File: src/design/ahp_pkg.sv
// shared types and constants for the axis homing and positioning sequencer
// no dependencies
`default_nettype none

package ahp_pkg;

   localparam int POS_W            = 24;
   localparam int DRV_W            = 24;
   localparam int SPD_W            = 16;
   localparam int PHASE_W          = 3;
   localparam int KIND_W           = 2;
   localparam int CSR_IDX_W        = 2;
   localparam int POS_BITS_DEFAULT = 24;

   localparam logic [SPD_W-1:0] DOWN_SPEED_RST = 16'hC000;
   localparam logic [SPD_W-1:0] UP_SPEED_RST   = 16'h4000;
   localparam logic [SPD_W-1:0] TURN_TICKS_RST = 16'd100;
   localparam logic [SPD_W-1:0] TOLERANCE_RST  = 16'd10;

   typedef enum logic [PHASE_W-1:0] {
      PH_START   = 3'd0,
      PH_DOWN    = 3'd1,
      PH_UP      = 3'd2,
      PH_TURN    = 3'd3,
      PH_READY   = 3'd4,
      PH_ANGLING = 3'd5,
      PH_MANUAL  = 3'd6
   } phase_type;

   typedef enum logic [KIND_W-1:0] {
      KIND_TICK   = 2'd0,
      KIND_TARGET = 2'd1,
      KIND_MANUAL = 2'd2,
      KIND_RESET  = 2'd3
   } kind_type;

   typedef enum logic [CSR_IDX_W-1:0] {
      CSR_DOWN_SPEED = 2'd0,
      CSR_UP_SPEED   = 2'd1,
      CSR_TURN_TICKS = 2'd2,
      CSR_TOLERANCE  = 2'd3
   } csr_index_type;

   typedef struct packed {
      kind_type         kind;
      logic             home_switch;
      logic             up_limit;
      logic             down_limit;
      logic [POS_W-1:0] position;
      logic [POS_W-1:0] target_position;
      logic [SPD_W-1:0] manual_drive;
   } item_type;

   typedef struct packed {
      logic [DRV_W-1:0] drive_value;
      logic             drive_is_position;
      phase_type        phase;
      logic             ready_res;
   } result_type;

   typedef struct packed {
      logic             valid;
      csr_index_type    index;
      logic [SPD_W-1:0] data;
   } csr_write_type;

endpackage

`default_nettype wire

File: src/design/axis_homing_and_positioning_fsm_top.sv
// top level of the axis homing and positioning sequencer
// depends on ahp_pkg, ahp_in_stage, ahp_core, ahp_out_reg
//
// usage:
//   req_* carries one item per transfer: a control tick with switch inputs
//   and encoder position, a set-target command, a manual-drive command or a
//   reset command. every item gives exactly one result on rsp_*, showing the
//   drive, drive mode and phase after that item.
//   csr_* writes one of four settings (down speed, up speed, turnaround
//   ticks, tolerance); csr_ready is always high. write only while idle.
//   results: an item passes through the input register, then the core and
//   the result register, before its result is valid on rsp_*.
//   rate: one item per cycle while the receiver takes results; the input
//   register feeds the core and result register in one pass, no extra stage.
//   when the receiver stalls, the result register holds its result, the
//   input register holds the next item, and req_ready drops once both are
//   full; nothing is lost or repeated.
//   reset (synchronous) clears both registers, puts the axis in the start
//   phase in position mode with zero drive, and restores setting defaults.
`default_nettype none

module axis_homing_and_positioning_fsm_top
   import ahp_pkg::*;
#(
   parameter int POS_BITS = POS_BITS_DEFAULT
) (
   input  wire logic                   clock,
   input  wire logic                   reset,
   input  wire logic                   req_valid,
   output logic                        req_ready,
   input  wire logic [KIND_W-1:0]      req_kind,
   input  wire logic                   req_home_switch,
   input  wire logic                   req_up_limit,
   input  wire logic                   req_down_limit,
   input  wire logic signed [POS_W-1:0] req_position,
   input  wire logic signed [POS_W-1:0] req_target_position,
   input  wire logic signed [SPD_W-1:0] req_manual_drive,
   output logic                        rsp_valid,
   input  wire logic                   rsp_ready,
   output logic signed [DRV_W-1:0]     rsp_drive_value,
   output logic                        rsp_drive_is_position,
   output logic [PHASE_W-1:0]          rsp_phase,
   output logic                        rsp_ready_res,
   input  wire logic                   csr_valid,
   output logic                        csr_ready,
   input  wire logic [CSR_IDX_W-1:0]   csr_index,
   input  wire logic [SPD_W-1:0]       csr_wdata
);

   item_type      req_item;
   item_type      s1_item;
   logic          s1_valid;
   logic          out_free;
   logic          step_en;
   csr_write_type csr_wr;
   result_type    core_result;
   result_type    rsp_result;

   assign req_item.kind            = kind_type'(req_kind);
   assign req_item.home_switch     = req_home_switch;
   assign req_item.up_limit        = req_up_limit;
   assign req_item.down_limit      = req_down_limit;
   assign req_item.position        = req_position;
   assign req_item.target_position = req_target_position;
   assign req_item.manual_drive    = req_manual_drive;

   assign csr_ready    = 1'b1;
   assign csr_wr.valid = csr_valid;
   assign csr_wr.index = csr_index_type'(csr_index);
   assign csr_wr.data  = csr_wdata;

   assign step_en = s1_valid && out_free;

   ahp_in_stage u_in_stage (
      .clock     (clock),
      .reset     (reset),
      .in_valid  (req_valid),
      .in_ready  (req_ready),
      .in_item   (req_item),
      .take      (step_en),
      .out_valid (s1_valid),
      .out_item  (s1_item)
   );

   ahp_core #(
      .POS_BITS (POS_BITS)
   ) u_core (
      .clock   (clock),
      .reset   (reset),
      .step_en (step_en),
      .item    (s1_item),
      .csr     (csr_wr),
      .result  (core_result)
   );

   ahp_out_reg u_out_reg (
      .clock      (clock),
      .reset      (reset),
      .load       (step_en),
      .in_result  (core_result),
      .free       (out_free),
      .out_valid  (rsp_valid),
      .out_ready  (rsp_ready),
      .out_result (rsp_result)
   );

   assign rsp_drive_value       = rsp_result.drive_value;
   assign rsp_drive_is_position = rsp_result.drive_is_position;
   assign rsp_phase             = rsp_result.phase;
   assign rsp_ready_res         = rsp_result.ready_res;

endmodule

`default_nettype wire

File: src/design/ahp_in_stage.sv
// input register of the sequencer: holds one accepted item until the core takes it
// depends on ahp_pkg
`default_nettype none

module ahp_in_stage
   import ahp_pkg::*;
(
   input  wire logic     clock,
   input  wire logic     reset,
   input  wire logic     in_valid,
   output logic          in_ready,
   input  wire item_type in_item,
   input  wire logic     take,
   output logic          out_valid,
   output item_type      out_item
);

   logic     valid_ff;
   logic     valid_in;
   item_type item_ff;
   logic     accept;

   assign in_ready  = !valid_ff || take;
   assign accept    = in_valid && in_ready;
   assign out_valid = valid_ff;
   assign out_item  = item_ff;

   always_comb begin
      priority if (accept) begin
         valid_in = 1'b1;
      end else if (take) begin
         valid_in = 1'b0;
      end else begin
         valid_in = valid_ff;
      end
   end

   always_ff @(posedge clock) begin
      if (reset) begin
         valid_ff <= 1'b0;
      end else begin
         valid_ff <= valid_in;
      end
   end

   always_ff @(posedge clock) begin
      if (accept) begin
         item_ff <= in_item;
      end
   end

endmodule

`default_nettype wire

File: src/design/ahp_core.sv
// sequencer core: settings registers, phase state machine and result logic
// depends on ahp_pkg
`default_nettype none

module ahp_core
   import ahp_pkg::*;
#(
   parameter int POS_BITS = POS_BITS_DEFAULT
) (
   input  wire logic          clock,
   input  wire logic          reset,
   input  wire logic          step_en,
   input  wire item_type      item,
   input  wire csr_write_type csr,
   output result_type        result
);

   localparam int EXT_W = ((POS_BITS > POS_W) ? POS_BITS : POS_W) + 1;
   localparam int ERR_W = POS_BITS + 1;
   localparam int CMP_W = (ERR_W > SPD_W) ? ERR_W : SPD_W;
   localparam logic signed [EXT_W-1:0] CLAMP_HI =
      EXT_W'((longint'(1) <<< (POS_BITS - 1)) - longint'(1));
   localparam logic signed [EXT_W-1:0] CLAMP_LO =
      EXT_W'(-(longint'(1) <<< (POS_BITS - 1)));

   // saturate a port-width position to the internal position width
   function automatic logic signed [POS_BITS-1:0] clamp_pos(input logic [POS_W-1:0] v);
      logic signed [EXT_W-1:0] wide;
      wide = EXT_W'($signed(v));
      if (wide > CLAMP_HI) begin
         return CLAMP_HI[POS_BITS-1:0];
      end else if (wide < CLAMP_LO) begin
         return CLAMP_LO[POS_BITS-1:0];
      end else begin
         return wide[POS_BITS-1:0];
      end
   endfunction

   // settings
   logic [SPD_W-1:0] down_speed_ff;
   logic [SPD_W-1:0] up_speed_ff;
   logic [SPD_W-1:0] turn_ticks_ff;
   logic [SPD_W-1:0] tolerance_ff;

   // sequencer state
   phase_type                   phase_ff, phase_in;
   logic [SPD_W-1:0]            wait_ff, wait_in;
   logic signed [POS_BITS-1:0]  target_ff, target_in;
   logic                        pos_mode_ff, pos_mode_in;
   logic [DRV_W-1:0]            drive_ff, drive_in;

   logic signed [POS_BITS-1:0] pos_clamped;
   logic signed [POS_BITS-1:0] tgt_clamped;
   logic signed [ERR_W-1:0]    err;
   logic [ERR_W-1:0]           err_mag;
   logic                       reached;
   logic [SPD_W-1:0]           wait_inc;
   logic                       turn_done;
   logic signed [EXT_W-1:0]    target_wide;
   logic [DRV_W-1:0]           target_drive;
   logic [DRV_W-1:0]           down_drive;
   logic [DRV_W-1:0]           up_drive;
   logic [DRV_W-1:0]           manual_drive;

   always_ff @(posedge clock) begin
      if (reset) begin
         down_speed_ff <= DOWN_SPEED_RST;
         up_speed_ff   <= UP_SPEED_RST;
         turn_ticks_ff <= TURN_TICKS_RST;
         tolerance_ff  <= TOLERANCE_RST;
      end else if (csr.valid) begin
         unique case (csr.index)
            CSR_DOWN_SPEED: down_speed_ff <= csr.data;
            CSR_UP_SPEED:   up_speed_ff   <= csr.data;
            CSR_TURN_TICKS: turn_ticks_ff <= csr.data;
            CSR_TOLERANCE:  tolerance_ff  <= csr.data;
            default: ;
         endcase
      end
   end

   // datapath pieces used by the phase logic
   assign pos_clamped  = clamp_pos(item.position);
   assign tgt_clamped  = clamp_pos(item.target_position);
   assign err          = ERR_W'(target_ff) - ERR_W'(pos_clamped);
   assign err_mag      = err[ERR_W-1] ? ERR_W'(-err) : ERR_W'(err);
   assign reached      = pos_mode_ff && (CMP_W'(err_mag) < CMP_W'(tolerance_ff));
   assign wait_inc     = (wait_ff == '1) ? wait_ff : wait_ff + SPD_W'(1);
   assign turn_done    = wait_inc >= turn_ticks_ff;
   assign target_wide  = EXT_W'(target_ff);
   assign target_drive = target_wide[DRV_W-1:0];
   assign down_drive   = DRV_W'($signed(down_speed_ff));
   assign up_drive     = DRV_W'($signed(up_speed_ff));
   assign manual_drive = DRV_W'($signed(item.manual_drive));

   always_comb begin
      phase_in    = phase_ff;
      wait_in     = wait_ff;
      target_in   = target_ff;
      pos_mode_in = pos_mode_ff;
      drive_in    = drive_ff;
      unique case (item.kind)
         KIND_TICK: begin
            unique case (phase_ff)
               PH_START: begin
                  pos_mode_in = 1'b0;
                  wait_in     = '0;
                  phase_in    = PH_TURN;
               end
               PH_DOWN: begin
                  drive_in = down_drive;
                  priority if (item.home_switch) begin
                     wait_in  = '0;
                     phase_in = PH_TURN;
                  end else if (item.down_limit) begin
                     phase_in = PH_UP;
                  end
               end
               PH_UP: begin
                  drive_in = up_drive;
                  priority if (item.home_switch) begin
                     drive_in    = '0;
                     pos_mode_in = 1'b1;
                     phase_in    = PH_READY;
                  end else if (item.up_limit) begin
                     phase_in = PH_DOWN;
                  end
               end
               PH_TURN: begin
                  drive_in = down_drive;
                  wait_in  = wait_inc;
                  // timeout wins over the limit switches
                  priority if (turn_done) begin
                     phase_in = PH_UP;
                  end else if (item.up_limit) begin
                     phase_in = PH_DOWN;
                  end else if (item.down_limit) begin
                     phase_in = PH_UP;
                  end
               end
               PH_ANGLING: begin
                  drive_in = target_drive;
                  if (item.up_limit || item.down_limit || reached) begin
                     phase_in = PH_READY;
                  end
               end
               default: ;
            endcase
         end
         KIND_TARGET: begin
            if (phase_ff == PH_READY) begin
               target_in = tgt_clamped;
               phase_in  = PH_ANGLING;
            end
         end
         KIND_MANUAL: begin
            phase_in    = PH_MANUAL;
            pos_mode_in = 1'b0;
            drive_in    = manual_drive;
         end
         KIND_RESET: begin
            phase_in    = PH_START;
            pos_mode_in = 1'b1;
            drive_in    = '0;
         end
         default: ;
      endcase

      result.drive_value       = drive_in;
      result.drive_is_position = pos_mode_in;
      result.phase             = phase_in;
      result.ready_res         = (phase_in == PH_READY);
   end

   always_ff @(posedge clock) begin
      if (reset) begin
         phase_ff    <= PH_START;
         wait_ff     <= '0;
         target_ff   <= '0;
         pos_mode_ff <= 1'b1;
         drive_ff    <= '0;
      end else if (step_en) begin
         phase_ff    <= phase_in;
         wait_ff     <= wait_in;
         target_ff   <= target_in;
         pos_mode_ff <= pos_mode_in;
         drive_ff    <= drive_in;
      end
   end

endmodule

`default_nettype wire

File: src/design/ahp_out_reg.sv
// result register: holds one result until the receiver takes it
// depends on ahp_pkg
`default_nettype none

module ahp_out_reg
   import ahp_pkg::*;
(
   input  wire logic       clock,
   input  wire logic       reset,
   input  wire logic       load,
   input  wire result_type in_result,
   output logic            free,
   output logic            out_valid,
   input  wire logic       out_ready,
   output result_type      out_result
);

   logic       valid_ff;
   logic       valid_in;
   result_type result_ff;

   // a new result may enter in the same cycle the old one is transferred
   assign free       = !valid_ff || out_ready;
   assign out_valid  = valid_ff;
   assign out_result = result_ff;

   always_comb begin
      priority if (load) begin
         valid_in = 1'b1;
      end else if (out_ready) begin
         valid_in = 1'b0;
      end else begin
         valid_in = valid_ff;
      end
   end

   always_ff @(posedge clock) begin
      if (reset) begin
         valid_ff <= 1'b0;
      end else begin
         valid_ff <= valid_in;
      end
   end

   always_ff @(posedge clock) begin
      if (load) begin
         result_ff <= in_result;
      end
   end

endmodule

`default_nettype wire

File: config.mk
export PLATFORM = sky130hd
export DESIGN_NAME = axis_homing_and_positioning_fsm_top
export DESIGN_NICKNAME = d
export VERILOG_FILES = /design/src/design/ahp_pkg.sv /design/src/design/axis_homing_and_positioning_fsm_top.sv /design/src/design/ahp_in_stage.sv /design/src/design/ahp_core.sv /design/src/design/ahp_out_reg.sv
export SDC_FILE = /design/constraint.sdc
export NUM_CORES = 1
export LEC_CHECK = 0
export ABC_CLOCK_PERIOD_IN_PS = 6900
export BUFFER_PORTS_ARGS = -buffer_cell sky130_fd_sc_hd__buf_4
export CAP_MARGIN = 25
export CORE_ASPECT_RATIO = 0.6
export CORE_MARGIN = 4
export CORE_UTILIZATION = 41
export CTS_CLUSTER_DIAMETER = 30
export CTS_CLUSTER_SIZE = 12
export DETAILED_ROUTE_END_ITERATION = 12
export SYNTH_ARGS = -nofsm -noshare
export SYNTH_HDL_FRONTEND = slang
export SYNTH_HIERARCHICAL = 1
export SYNTH_SLANG_ARGS = --single-unit
File: constraint.sdc
create_clock -name clock -period 6.9 [get_ports clock]
set_input_delay 0.345 -clock clock [delete_from_list [all_inputs] [get_ports clock]]
set_output_delay 0.345 -clock clock [all_outputs]
set_load 0.02 [all_outputs]
==> out/qor.yml <==
run_status:
  status: "completed"
layout:
  area_growth_pct: 28.3
  seq_area_mm2: 0.00563
  fin_nets: 1687
  layout_commonest_cell: "nand2_1"
  multi_input_area_mm2: 0.00584
  utilization: 0.535
  final_cell_mix: "258 x nand2_1, 144 x a21oi_1, 141 x buf_4, 134 x dfxtp_1, 101 x nor2_1"
  fillCellCount: 2595
  final_layout_size_suffix_gt1_frac: 0.156
  n_antenna_cell: 0
  final_cell_area_mm2: 0.0154
routing:
  via_per_inst: 5.42
  route.final.wire_length_um: 36100
  final_antenna_net_count: 0
  drc: 0
  num_vias: 10538
  dr.pass1.iters: 6
  drt_first_iter_violations: 1144
  wl_per_cell_um: 18.6
worst_setup_path:
  start_kind: "register"
  arrival_ns: 5.77
  critical_path_class: "reg -> reg"
  cp.required_ns: 7.17
  crit_fanout: 24
  worst_setup_path_end_kind: "register"
clocking:
  clkTransAtPathRegs_ns: 0.06
  root_buffer: "clkbuf_16"
  cts_setup_buffers: 0
  cts.sinks: 232
  cts_tree: "built"
  h-tree-depth: 2
  clock_latency_ns: 0.54
  numCtsBuffers: 39
  cts_resized: 0
  hold_buffers: 69
  cts_buffer_depth: 3
timing:
  post-route-period-util: 0.798
  rsz0062_at_grt: "no"
  hold_viol: 0
  fmax_mhz: 182
  hold_slack_ns: 0.0667
  drv_slew: 0
  relSlewSlack: 0.295
  final-setup-viol-count: 0
  skew_ns: 0.0165
  fin_crit_ns: 5.50
  worst_pin_slew_ns: 1.06
  fin_tns_setup_ns: 0
floorplanning:
  fp.dieH_um: 141
  row_count: 48
  die_w_um: 229
  design.core.area_mm2: 0.0288
  io_pins: 124
  start_util: 0.417
  die_area_mm2: 0.0322
placed_design:
  io_buffers: 122
  placed_area_mm2: 0.0133
  gp_congestion: 0.889
  dpl.hpwl_um: 25400
power_and_ir_drop:
  power.internal_w: 0.00306
  switching_share: 0.255
  p_leak_nw: 6.02
  pwr-share-comb: 0.112
  pwr-share-seq: 0.376
  power_density_mw_per_mm2: 266
  p_total_w: 0.00410
  p_sw_w: 0.00105
  irDropWorstVdd_mv: 0.225
  clock_power_share: 0.513
worst_hold_path:
  hold_path.class: "in -> reg"
synthesis:
  ys.flop_type: "dfxtp_1"
  synthDistinctLibCells: 78
  syn_nets: 1507
  yosysSeqAreaShare: 0.468
  syn-cell-area_mm2: 0.0120
  yosysWarningCount: 6
  synth_top_area_share: 0.245
  ys_top_cells_by_area: "edfxtp_1 24%, dfxtp_1 22%, nand2_1 8.1%"
  synth_edf_count: 98
  ys_ff_latch: 232
  yosysTopAreaCell: "edfxtp_1"
  synthCells: 1357
  ys_async_sr_fraction: 0
  avgSynthCellArea_um2: 8.86
grt:
  grt_max_degree: 75
  grt_use_total: 0.220
  grt_pass1_vias: 9904
  grt_first_pass_wirelength_um: 56900
  antenna_found_initial: 0
  overflow: 0
flow_run:
  maxCapViolCount: 0
critical path, cell delays in order, from the launching register on:
cell,delay [ns]
dfxtp_1,0.32
inv_1,0.06
ha_1,0.16
inv_1,0.05
fa_1,0.43
a211oi_2,0.37
o211ai_2,0.16
a21oi_2,0.30
nor4_1,0.11
o22ai_1,0.12
buf_4,0.28
o21ai_0,0.15
xnor2_1,0.18
ha_1,0.32
a211oi_1,0.23
nor2_1,0.07
a2111oi_0,0.34
o21ai_0,0.15
o211a_1,0.22
o31a_1,0.27
nand2b_1,0.16
a21oi_1,0.15
nor3_1,0.08
nor4_1,0.39
a311oi_1,0.16
per-layer routing:
metal  global-route usage  up-vias  part of all wire
met1                0.360     4979              0.52
met4               0.0419        0             0.011
met5                    0        -                 0
met2                0.299      335              0.39
met3               0.0406       42             0.071
li1                     -     5182                 -
metrics by stage:
stage	worst slack (ns)	std cells
2_1_floorplan	1.56	1357
6_report	1.40	1943
3_3_place_gp	1.58	1800
3_5_place_dp	1.37	1800
4_1_cts	1.37	1941
5_1_grt	0.739	1943
synthesized netlist by cell type, drive strengths merged (7+ instances only):
cell type	instances
nor2	102
or3	8
edfxtp	98
buf	11
mux2i	24
xor2	12
a21o	16
nor3	16
a222oi	15
nor4	7
nand2	258
inv	79
o21ai	85
ha	57
and4	7
o211ai	13
clkbuf	60
a21oi	150
a211oi	16
a22oi	11
nand4	17
dfxtp	134
nand2b	10
a31oi	10
o21a	9
xnor2	27
nand3	18
and2	7
registers in the layout (all words and copies together) (netlist names):
register	count
u_core/down_speed_ff	16
u_core/drive_ff	24
u_core/phase_ff	3
u_core/pos_mode_ff	1
u_core/target_drive	24
u_core/tolerance_ff	16
u_core/turn_ticks_ff	16
u_core/up_speed_ff	16
u_core/wait_ff	16
u_in_stage/out_item	69
u_in_stage/out_valid	1
u_out_reg/out_result	29
u_out_reg/out_valid	1
cell type report:
class	instances	area share
Multi-Input combinational cell	973	0.379
Tap cell	375	0.0304
Sequential cell	232	0.365
Timing Repair Buffer	210	0.113
Inverter	81	0.0197
Clock buffer	48	0.0723
Clock inverter	24	0.0210
logic make-up (layout without fill, tap and decap cells):
| logic type | Yosys count | after routing | synth area share |
|---|---|---|---|
| DFF | 232 | 232 | 0.468 |
| buffers and inverters | 152 | 363 | 0.0487 |
| xor gates and xnor gates | 39 | 39 | 0.0284 |
| adders and majority gates | 58 | 58 | 0.0610 |
| AOI/OAI and AO/OA | 368 | 368 | 0.192 |
| and+or+nand+nor | 481 | 481 | 0.180 |
| muxes | 26 | 26 | 0.0218 |
| other | 1 | 1 | 0.000312 |
worst paths after layout:
| kind | startpoint | end | slack [ns] | cells past startpoint |
|---|---|---|---|---|
| setup / recovery | u_core/target_drive[0] | u_out_reg/out_result[1] | 1.40 | 24 |
| hold / removal | csr_wdata[15] | u_core/down_speed_ff[15] | 0.07 | 3 |
| hold reg to reg | u_core/up_speed_ff[1] | u_core/up_speed_ff[1] | 0.45 | 2 |
| setup reg to reg | u_core/target_drive[0] | u_out_reg/out_result[1] | 1.40 | 24 |
power by group through the flow:
stage | clock network [W] | registers (W) | logic (W)
final | 0.00210 | 0.00154 | 0.000459
after global placement | 0 | 0.00157 | 0.000417
after global routing | 0.00222 | 0.00155 | 0.000510
after detailed placement | 0 | 0.00157 | 0.000421
after floorplan | 0 | 0.00157 | 0.000260
after CTS | 0.00214 | 0.00154 | 0.000455
Power figures use the tool's default switching activity.
